$ cat src/hdl/uerf_pkg.sv
`timescale 1ns / 1ps
// ----------------------------------------------------------------------------
// Ultrasonic echo ranging package
// Shared register indexes, widths and bundle types for the echo ranging block.
// ----------------------------------------------------------------------------
package uerf_pkg;

  // Configuration port geometry.
  localparam int unsigned CfgIndexWidth = 3;
  localparam int unsigned CfgDataWidth  = 16;

  // Register indexes.
  localparam logic [CfgIndexWidth-1:0] CfgTriggerDivider = 3'd0;
  localparam logic [CfgIndexWidth-1:0] CfgEchoTimeout    = 3'd1;
  localparam logic [CfgIndexWidth-1:0] CfgSlowPrescale   = 3'd2;
  localparam logic [CfgIndexWidth-1:0] CfgFastPrescale   = 3'd3;
  localparam logic [CfgIndexWidth-1:0] CfgSlowCompare    = 3'd4;
  localparam logic [CfgIndexWidth-1:0] CfgFastCompare    = 3'd5;

  // Distance reported when no echo came back in time.
  localparam logic [15:0] NoEcho = 16'hFFFF;

  // Current register settings.
  typedef struct packed {
    logic [15:0] trigger_divider;
    logic [15:0] echo_limit;
    logic [7:0]  slow_prescale;
    logic [7:0]  fast_prescale;
    logic [7:0]  slow_compare;
    logic [7:0]  fast_compare;
  } cfg_t;

  // One result per tick.
  typedef struct packed {
    logic        trigger_out;
    logic        timer_reload;
    logic [7:0]  timer_prescale;
    logic [7:0]  timer_compare_value;
    logic [15:0] distance;
    logic        distance_new;
  } result_t;

endpackage

$ cat src/hdl/uerf_cfg_regs.sv
`timescale 1ns / 1ps
// ----------------------------------------------------------------------------
// Echo ranging configuration registers
// Plain write port into the six timing and timer setting registers.
// ----------------------------------------------------------------------------
module uerf_cfg_regs (
  input  logic                                clk_i,
  input  logic                                rst_ni,
  input  logic                                cfg_we_i,
  input  logic [uerf_pkg::CfgIndexWidth-1:0]  cfg_index_i,
  input  logic [uerf_pkg::CfgDataWidth-1:0]   cfg_data_i,
  output uerf_pkg::cfg_t                      cfg_o
);

  uerf_pkg::cfg_t cfg_q;

  // Register writes; unknown indexes are ignored.
  always_ff @(posedge clk_i or negedge rst_ni) begin
    if (!rst_ni) begin
      cfg_q.trigger_divider <= '0;
      cfg_q.echo_limit      <= 16'hFFFF;
      cfg_q.slow_prescale   <= '0;
      cfg_q.fast_prescale   <= '0;
      cfg_q.slow_compare    <= '0;
      cfg_q.fast_compare    <= '0;
    end else if (cfg_we_i) begin
      case (cfg_index_i)
        uerf_pkg::CfgTriggerDivider: cfg_q.trigger_divider <= cfg_data_i;
        uerf_pkg::CfgEchoTimeout:    cfg_q.echo_limit      <= cfg_data_i;
        uerf_pkg::CfgSlowPrescale:   cfg_q.slow_prescale   <= cfg_data_i[7:0];
        uerf_pkg::CfgFastPrescale:   cfg_q.fast_prescale   <= cfg_data_i[7:0];
        uerf_pkg::CfgSlowCompare:    cfg_q.slow_compare    <= cfg_data_i[7:0];
        uerf_pkg::CfgFastCompare:    cfg_q.fast_compare    <= cfg_data_i[7:0];
        default: ;
      endcase
    end
  end

  assign cfg_o = cfg_q;

endmodule

$ cat src/hdl/uerf_core.sv
`timescale 1ns / 1ps
// ----------------------------------------------------------------------------
// Echo ranging state machine
// Holds the measurement state and computes the result of each accepted tick.
// ----------------------------------------------------------------------------
module uerf_core (
  input  logic              clk_i,
  input  logic              rst_ni,
  input  logic              step_i,
  input  logic              echo_level_i,
  input  uerf_pkg::cfg_t    cfg_i,
  output uerf_pkg::result_t result_o
);

  typedef enum logic [1:0] {
    PhTrigger,
    PhWait,
    PhEcho,
    PhTimeout
  } phase_e;

  phase_e      phase_q, phase_d;
  logic [15:0] trigger_count_q, trigger_count_d;
  logic [15:0] wait_count_q, wait_count_d;
  logic [15:0] echo_width_q, echo_width_d;
  logic        trigger_level_q, trigger_level_d;
  logic [15:0] last_distance_q, last_distance_d;
  logic [15:0] width_inc;
  uerf_pkg::result_t res;

  // Counters stop at full scale.
  function automatic logic [15:0] sat_inc(input logic [15:0] v);
    sat_inc = (v == 16'hFFFF) ? v : v + 16'd1;
  endfunction

  assign width_inc = sat_inc(echo_width_q);

  // Next state and result for one tick.
  always_comb begin
    phase_d         = phase_q;
    trigger_count_d = trigger_count_q;
    wait_count_d    = wait_count_q;
    echo_width_d    = echo_width_q;
    trigger_level_d = trigger_level_q;
    last_distance_d = last_distance_q;
    res             = '0;

    case (phase_q)
      PhTrigger: begin
        if (trigger_count_q >= cfg_i.trigger_divider) begin
          trigger_level_d         = 1'b1;
          res.timer_reload        = 1'b1;
          res.timer_prescale      = cfg_i.fast_prescale;
          res.timer_compare_value = cfg_i.fast_compare;
          phase_d                 = PhWait;
        end else begin
          trigger_count_d = sat_inc(trigger_count_q);
        end
      end
      PhWait: begin
        trigger_level_d = 1'b0;
        if (!echo_level_i) begin
          if (wait_count_q >= cfg_i.echo_limit) begin
            phase_d = PhTimeout;
          end else begin
            wait_count_d = sat_inc(wait_count_q);
          end
        end else begin
          phase_d = PhEcho;
        end
      end
      PhEcho: begin
        echo_width_d = width_inc;
        if (width_inc < cfg_i.echo_limit) begin
          if (!echo_level_i) begin
            // Falling edge: the width is the distance, then restart.
            last_distance_d         = width_inc;
            res.distance_new        = 1'b1;
            wait_count_d            = '0;
            trigger_count_d         = '0;
            echo_width_d            = '0;
            phase_d                 = PhTrigger;
            res.timer_reload        = 1'b1;
            res.timer_prescale      = cfg_i.slow_prescale;
            res.timer_compare_value = cfg_i.slow_compare;
          end
        end else begin
          phase_d = PhTimeout;
        end
      end
      PhTimeout: begin
        last_distance_d         = uerf_pkg::NoEcho;
        res.distance_new        = 1'b1;
        wait_count_d            = '0;
        trigger_count_d         = '0;
        echo_width_d            = '0;
        phase_d                 = PhTrigger;
        res.timer_reload        = 1'b1;
        res.timer_prescale      = cfg_i.slow_prescale;
        res.timer_compare_value = cfg_i.slow_compare;
      end
      default: begin
        phase_d = PhTrigger;
      end
    endcase

    res.trigger_out = trigger_level_d;
    res.distance    = last_distance_d;
  end

  // State advances only on an accepted tick.
  always_ff @(posedge clk_i or negedge rst_ni) begin
    if (!rst_ni) begin
      phase_q         <= PhTrigger;
      trigger_count_q <= '0;
      wait_count_q    <= '0;
      echo_width_q    <= '0;
      trigger_level_q <= 1'b0;
      last_distance_q <= uerf_pkg::NoEcho;
    end else if (step_i) begin
      phase_q         <= phase_d;
      trigger_count_q <= trigger_count_d;
      wait_count_q    <= wait_count_d;
      echo_width_q    <= echo_width_d;
      trigger_level_q <= trigger_level_d;
      last_distance_q <= last_distance_d;
    end
  end

  assign result_o = res;

endmodule

$ cat src/hdl/uerf_out_reg.sv
`timescale 1ns / 1ps
// ----------------------------------------------------------------------------
// Echo ranging result register
// Holds one result transaction until the downstream side takes it.
// ----------------------------------------------------------------------------
module uerf_out_reg (
  input  logic              clk_i,
  input  logic              rst_ni,
  input  logic              load_i,
  input  uerf_pkg::result_t result_i,
  output logic              free_o,
  output logic              out_valid_o,
  input  logic              out_ready_i,
  output uerf_pkg::result_t result_o
);

  logic              valid_q;
  uerf_pkg::result_t data_q;

  // The register can take a new result when empty or being drained.
  assign free_o = !valid_q || out_ready_i;

  // Valid flag.
  always_ff @(posedge clk_i or negedge rst_ni) begin
    if (!rst_ni) begin
      valid_q <= 1'b0;
    end else if (load_i) begin
      valid_q <= 1'b1;
    end else if (out_ready_i) begin
      valid_q <= 1'b0;
    end
  end

  // Payload.
  always_ff @(posedge clk_i) begin
    if (load_i) begin
      data_q <= result_i;
    end
  end

  assign out_valid_o = valid_q;
  assign result_o    = data_q;

endmodule

$ cat src/hdl/ultrasonic_echo_ranging_fsm.sv
`timescale 1ns / 1ps
// ----------------------------------------------------------------------------
// Ultrasonic echo ranging state machine
// Each input transaction is one poll tick carrying the sampled echo level;
// each produces exactly one result transaction with the trigger level, the
// timer reload request and settings, and the last measured distance (65535
// when no echo was seen). A tick is taken every cycle the result register is
// free: the state logic is a single pass of compares and increments feeding
// that register, so a new tick is accepted whenever it is empty or being read
// in the same cycle, and the result appears in the cycle after acceptance.
// ----------------------------------------------------------------------------
module ultrasonic_echo_ranging_fsm (
  input  logic                               clk_i,
  input  logic                               rst_ni,
  input  logic                               cfg_we_i,
  input  logic [uerf_pkg::CfgIndexWidth-1:0] cfg_index_i,
  input  logic [uerf_pkg::CfgDataWidth-1:0]  cfg_data_i,
  input  logic                               in_valid_i,
  output logic                               in_ready_o,
  input  logic                               echo_level_i,
  output logic                               out_valid_o,
  input  logic                               out_ready_i,
  output logic                               trigger_out_o,
  output logic                               timer_reload_o,
  output logic [7:0]                         timer_prescale_o,
  output logic [7:0]                         timer_compare_value_o,
  output logic [15:0]                        distance_o,
  output logic                               distance_new_o
);

  uerf_pkg::cfg_t    cfg;
  uerf_pkg::result_t core_res;
  uerf_pkg::result_t out_res;
  logic              free;
  logic              accept;

  assign in_ready_o = free;
  assign accept     = in_valid_i && free;

  // Configuration registers.
  uerf_cfg_regs u_cfg (
    .clk_i       (clk_i),
    .rst_ni      (rst_ni),
    .cfg_we_i    (cfg_we_i),
    .cfg_index_i (cfg_index_i),
    .cfg_data_i  (cfg_data_i),
    .cfg_o       (cfg)
  );

  // Measurement state machine.
  uerf_core u_core (
    .clk_i        (clk_i),
    .rst_ni       (rst_ni),
    .step_i       (accept),
    .echo_level_i (echo_level_i),
    .cfg_i        (cfg),
    .result_o     (core_res)
  );

  // Result register.
  uerf_out_reg u_out (
    .clk_i       (clk_i),
    .rst_ni      (rst_ni),
    .load_i      (accept),
    .result_i    (core_res),
    .free_o      (free),
    .out_valid_o (out_valid_o),
    .out_ready_i (out_ready_i),
    .result_o    (out_res)
  );

  assign trigger_out_o         = out_res.trigger_out;
  assign timer_reload_o        = out_res.timer_reload;
  assign timer_prescale_o      = out_res.timer_prescale;
  assign timer_compare_value_o = out_res.timer_compare_value;
  assign distance_o            = out_res.distance;
  assign distance_new_o        = out_res.distance_new;

endmodule
$ cat config.mk
export PLATFORM = sky130hd
export DESIGN_NAME = ultrasonic_echo_ranging_fsm
export DESIGN_NICKNAME = d
export VERILOG_FILES = /design/src/hdl/uerf_pkg.sv /design/src/hdl/uerf_cfg_regs.sv /design/src/hdl/uerf_core.sv /design/src/hdl/uerf_out_reg.sv /design/src/hdl/ultrasonic_echo_ranging_fsm.sv
export SDC_FILE = /design/constraint.sdc
export NUM_CORES = 1
export LEC_CHECK = 0
export BUFFER_PORTS_ARGS = -buffer_cell sky130_fd_sc_hd__buf_2
export CAP_MARGIN = 25
export CORE_ASPECT_RATIO = 0.75
export CORE_UTILIZATION = 55
export DETAILED_ROUTE_END_ITERATION = 10
export HOLD_SLACK_MARGIN = 0.06
export PLACE_DENSITY = 0.73
export SKIP_CTS_REPAIR_TIMING = 1
export SLEW_MARGIN = 20
export SYNTH_ARGS = -nofsm -noshare
export SYNTH_HDL_FRONTEND = slang
export SYNTH_SLANG_ARGS = --single-unit
$ cat constraint.sdc
create_clock -name clk_i -period 4.6 [get_ports clk_i]
set_input_delay 0.46 -clock clk_i [delete_from_list [all_inputs] [get_ports clk_i]]
set_output_delay 0.46 -clock clk_i [all_outputs]
set_load 0.005 [all_outputs]
======== Word-level counts from Yosys, hierarchy flattened ========
Cells that the tools add are included.
word-level totals
  register bits after elaboration ......... 167
  output and inout port bits .............. 37
  bits of input ports ..................... 25
  word-level logic and storage cells ...... 98
cells by class
  equal/unequal tests ..................... 21
  order comparisons ....................... 3
  muxes and demuxes ....................... 33
  reduce and logical (&&, ||, !) cells .... 19
  add/subtract/negate cells ............... 3
operators by type and width
  kind                                                              count
  16-bit two-way mux                                                12
  16-bit case mux with 3 select lines                               2
  16-bit case mux with 2 select lines                               2
  17-bit two-way mux                                                3
  17-bit case mux with 3 select lines                               1
  16-bit by 1-bit adder with 16-bit output (second input constant)  3
  16-bit == test (second input constant)                            3
  16-bit >= comparator                                              2
  16-bit less-than comparator                                       1
  2-bit AND reduction                                               7
  2-bit != test (second input constant)                             6
  2-bit two-way mux                                                 5
  2-bit case mux with 4 select lines                                1
  7-bit AND reduction                                               1
  3-bit by 2-bit == test with 1-bit output (second input constant)  2
  3-bit == test (second input constant)                             2
  6-bit AND reduction                                               1
  3-bit nonzero test                                                2
  1-bit two-way mux                                                 5
  2-bit == test (second input constant)                             2
  2-bit by 1-bit != test with 1-bit output (second input constant)  2
  1-bit case mux with 2 select lines                                2
  4-bit AND reduction                                               1
  2-bit nonzero test                                                2
  9 further kinds                                                   9

======== Logic depth before layout (Yosys ltp) ========
  depth after elaboration ................. 5
  gate-level depth with buffers ........... 19
  depth with buffers taken out ............ 16

======== Cells and area by module ========
Synthesis repeated with hierarchy kept, for this count alone.
unflattened totals
  cell total of the unflattened synthesis .. 790
  area, all modules ....................... 8863.5 um^2
by module, submodules not included
  module                       cells each  area each (um^2)  times used  sequential area each (um^2)
  uerf_core                    611         5283.8            1           1696.6
  uerf_cfg_regs                140         2474.9            1           1621.6
  uerf_out_reg                 38          1098.6            1           1076.0
  ultrasonic_echo_ranging_fsm  1           6.3               1           0.0

======== Worst setup path before layout ========
No wires, ideal clock.
  kind .................................... reg-to-reg
  from .................................... register u_core.echo_width_q[0]
  to ...................................... register u_core.wait_count_q[13]
  cell stages (with the launch flop) ...... 17
  data arrival time ....................... 3.830 ns
  data required time ...................... 4.474 ns
  path slack .............................. 0.644 ns
  buffers on the path ..................... 2
  path through ............................ dfrtp_1 > ha_1 > nand3_2 > or2_2 > or3_1 > nor2_1 > xnor2_1 > ha_1 > and3_1 > o21ai_0 > o211ai_1 > a2111oi_4 > nor2_1 > and2_1 > buf_6 > buf_6 > a221o_1
on the way
  cells in the longest elaborated chain, start to end .. 5
ends and longest elaborated chain
  item                                                                               line              text
  start, declared                                                                    uerf_core.sv:25   logic [15:0] echo_width_q, echo_width_d;
  start signal, assigned                                                             uerf_core.sv:124  echo_width_q <= echo_width_d;
  16-bit by 1-bit adder with 16-bit output / 16-bit == test (equally long branches)  uerf_core.sv:33   sat_inc = (v == 16'hFFFF) ? v : v + 16'd1;
  16-bit two-way mux (*)                                                             uerf_core.sv:33
  16-bit less-than comparator (*)                                                    uerf_core.sv:74   if (width_inc < cfg_i.echo_limit) begin
  2-bit by 1-bit != test with 1-bit output (no source line) (*)                      -
  7-bit AND reduction (no source line) (*)                                           -
  end signal, assigned                                                               uerf_core.sv:123  wait_count_q <= wait_count_d;
  end, declared                                                                      uerf_core.sv:24   logic [15:0] wait_count_q, wait_count_d;
Every way passes the cells marked *; elsewhere a longest branch is shown, timed or not.
A chain may end at the register's enable or synchronous reset.

==> impl_metrics.ini <==
[placed_design]
dp_hpwl_um = 16400
gp_congestion = 0.898
place_area_um2 = 9510
portBuffers = 61

[power]
combPwrFrac_pct = 23.8
max-vdd-ir-drop_uv = 295
power_switching_mw = 1.42
power_density_nw_per_um2 = 441
power_frac_seq_pct = 44.8
switching_share_pct = 32.0
p_int_mw = 3.02
leakage_nw = 4.44
pwr-share-clk_pct = 31.4

[detailed_routing]
wl_per_cell_um = 19.8
drt_iter0_drc = 639
drtPass1Iterations = 6
vias = 7042
routed_wl_um = 22600
drc_errors = 0
post_drt_via_cell_ratio = 6.19
ant_nets = 0

[clock_network]
htreeDepth = 4
cts_sinks = 167
cts_tree = done
cts_made_buffers = 17
path_clk_slew_ns = 0.07
insertion_delay_ns = 0.44
cts_buffer_depth = 2
cts-root-buf = clkbuf_16

[sta]
max_freq_mhz = 231
relSlewSlack_pct = 48.9
final_hold_viol_count = 0
rsz0062_at_grt = no
setup_viol = 0
period_share_pct = 94.2
tns_ns = 0
skew_ns = 0.0137
finalCriticalPeriod_ns = 4.33
maxSlewViolCount = 0
max_slew.worst_pin.slew_ns = 0.767

[logic_synthesis]
synthesis.nets = 922
avgSynthCellArea_um2 = 10.5
yosysWarnings = 0
synthDistinctLibCells = 70
synth_top_area_cell = dfrtp_1
synth_cells = 847
synthTopCellsByCount = dfrtp_1, nand2_1, inv_1, o21ai_0, ha_1
synth_top_area_share_pct = 28.2
synth_area_um2 = 8870
synthFlopType = dfrtp_1
synth-seq-cells = 167
synth_edf_count = 35
netlist_top_cells_area = dfrtp_1, edfxtp_1, dfstp_2, ha_1, mux2_2
async_flop_share_pct = 79.0
ys_seq_area_share_pct = 49.5
yosysMostFrequentCell = dfrtp_1

[global_route]
antenna_found_initial = 0
grtUsageTotal_pct = 28.8
grt_max_degree = 61
grt_pass1_wl_um = 36600
grt_pass1_vias = 6964
overflow = 0

[critical_path]
reg2regPathDepth = 15
r2r-start = u_core.echo_width_q[0]$_DFFE_PN0P_
end_kind = register
cp-start-kind = register
r2r_setup_slack_ns = 0.27
required_ns = 4.87
arrival_ns = 4.61
r2r_end = u_out.result_o[8]$_DFFE_PP_
crit_path_max_fanout = 15
critPathKind = register to register

[floorplan]
rows = 39
core_um2 = 15500
die_w_um = 149
die_h_um = 112
die_area_um2 = 16700
io_pins = 62
floorplan.initialDensity_pct = 57.2

[flow_run]
maxCapViolCount = 0

[hold_path]
hold_class = input port to asynchronous set/reset pin

[outcome]
status = finished clean

[final_layout]
fin_nets = 994
syn_to_final_growth_pct = 13.7
diodes = 0
design_area_um2 = 10100
drive_above_1_share_pct = 22.6
==> flip-flops by register name, indices dropped and copies added, names as in the netlist, 2 cells and up <==
signal                  cells
u_core.trigger_count_q     16
u_core.echo_width_q        16
u_core.wait_count_q        16
u_cfg.cfg_o                64
u_core.last_distance_q     16
u_out.result_o             35
u_core.phase_q              2
==> cell families (layout without fill, tap and decap cells) <==
logic type      after synthesis  in the layout  synth area share (%)
compound gates              199            199                  16.1
flops                       167            167                  49.5
fa+ha+maj                    50             50                  7.05
buf+inv                      97            182                  4.48
xor+xnor                     14             14                  1.38
mux                          42             42                  5.25
simple gates                278            278                  16.2
==> how the worst max path moves through the flow <==
| stage | end | cells past startpoint | startpoint | slack, ns |
|---|---|---|---|---|
| after global routing | u_core.wait_count_q[3]$_DFFE_PN0P_ | 14 | u_core.echo_width_q[0]$_DFFE_PN0P_ | 0.005 |
| after floorplan | u_core.wait_count_q[13]$_DFFE_PN0P_ | 16 | u_core.echo_width_q[0]$_DFFE_PN0P_ | 0.64 |
| after detailed placement | u_core.wait_count_q[8]$_DFFE_PN0P_ | 14 | u_core.echo_width_q[0]$_DFFE_PN0P_ | 0.12 |
| after CTS | u_core.wait_count_q[8]$_DFFE_PN0P_ | 14 | u_core.echo_width_q[0]$_DFFE_PN0P_ | 0.10 |
| after global placement | u_core.wait_count_q[10]$_DFFE_PN0P_ | 14 | u_core.echo_width_q[0]$_DFFE_PN0P_ | 0.35 |
| final | u_out.result_o[8]$_DFFE_PP_ | 15 | u_core.echo_width_q[0]$_DFFE_PN0P_ | 0.27 |
==> routing by layer <==
metal | GRT usage, % | part of all wire, % | up-vias
met5 | 0 | 0 | -
met4 | 9.48 | 1.6 | 0
met3 | 4.59 | 6.1 | 36
met2 | 45.4 | 47 | 254
met1 | 40.7 | 45 | 3492
li1 | - | - | 3260
==> critical path, cell delays in order, from the launching register on <==
cell and delay [ns]:
dfrtp_2 0.44, ha_1 0.22, nand3_2 0.14, or2_2 0.34
or3_1 0.47, nor2_1 0.17, xnor2_1 0.25, ha_1 0.34
and3_1 0.17, o21ai_0 0.21, o211a_1 0.23, o211a_4 0.17
nand2b_1 0.09, a21oi_2 0.41, buf_4 0.31, a2bb2oi_1 0.21
==> power groups by stage <==
stage / registers (mW) / logic (mW) / clock network (mW)
6_report: 1.99 / 1.06 / 1.39
5_1_grt: 2.02 / 1.17 / 1.46
4_1_cts: 1.99 / 1.05 / 1.40
3_5_place_dp: 2.02 / 1.05 / 0
3_3_place_gp: 2.00 / 0.993 / 0
2_1_floorplan: 1.97 / 0.708 / 0
==> layout make-up <==
class / instances / area, um2
Clock inverter: 12 / 120
Fill cell: 1209 / 5430
Sequential cell: 167 / 4400
Tap cell: 205 / 256
Multi-Input combinational cell: 583 / 4110
Inverter: 59 / 221
Timing Repair Buffer: 91 / 533
Clock buffer: 20 / 447
==> cell usage in the layout, fill, tap and decap left out, drive strengths merged, types with 5 or more instances in the layout <==
cell type | netlist | layout
a211oi | 10 | 10
a21o | 6 | 6
a21oi | 27 | 27
a221o | 8 | 8
a22o | 21 | 21
a2bb2oi | 10 | 10
and2 | 6 | 6
and3 | 10 | 10
buf | 16 | 91
clkbuf | 22 | 20
dfrtp | 100 | 100
dfstp | 32 | 32
edfxtp | 35 | 35
ha | 50 | 50
inv | 58 | 63
mux2 | 36 | 36
mux2i | 6 | 6
nand2 | 76 | 76
nand2b | 5 | 5
nand3 | 24 | 24
nand4 | 14 | 14
nor2 | 44 | 44
nor2b | 12 | 12
nor3 | 32 | 32
nor3b | 7 | 7
nor4 | 19 | 19
o211ai | 6 | 6
o21ai | 57 | 57
o31ai | 16 | 16
or3 | 13 | 13
or4 | 5 | 5
xnor2 | 9 | 9
xor2 | 5 | 5
==> per-stage QoR <==
stage,cells,util [%],hold slack [ns],power (mW),setup slack (ns)
final,1137,65.0,0.0833,4.44,0.266
after global routing,1137,65.0,0.148,4.65,0.00528
after CTS,1137,64.9,0.113,4.44,0.100
after detailed placement,1105,61.3,0.497,3.06,0.124
after global placement,1105,61.2,0.460,2.99,0.351
after floorplan,847,-,0.164,2.67,0.644
No activity file was read; power rests on OpenSTA's default activity.
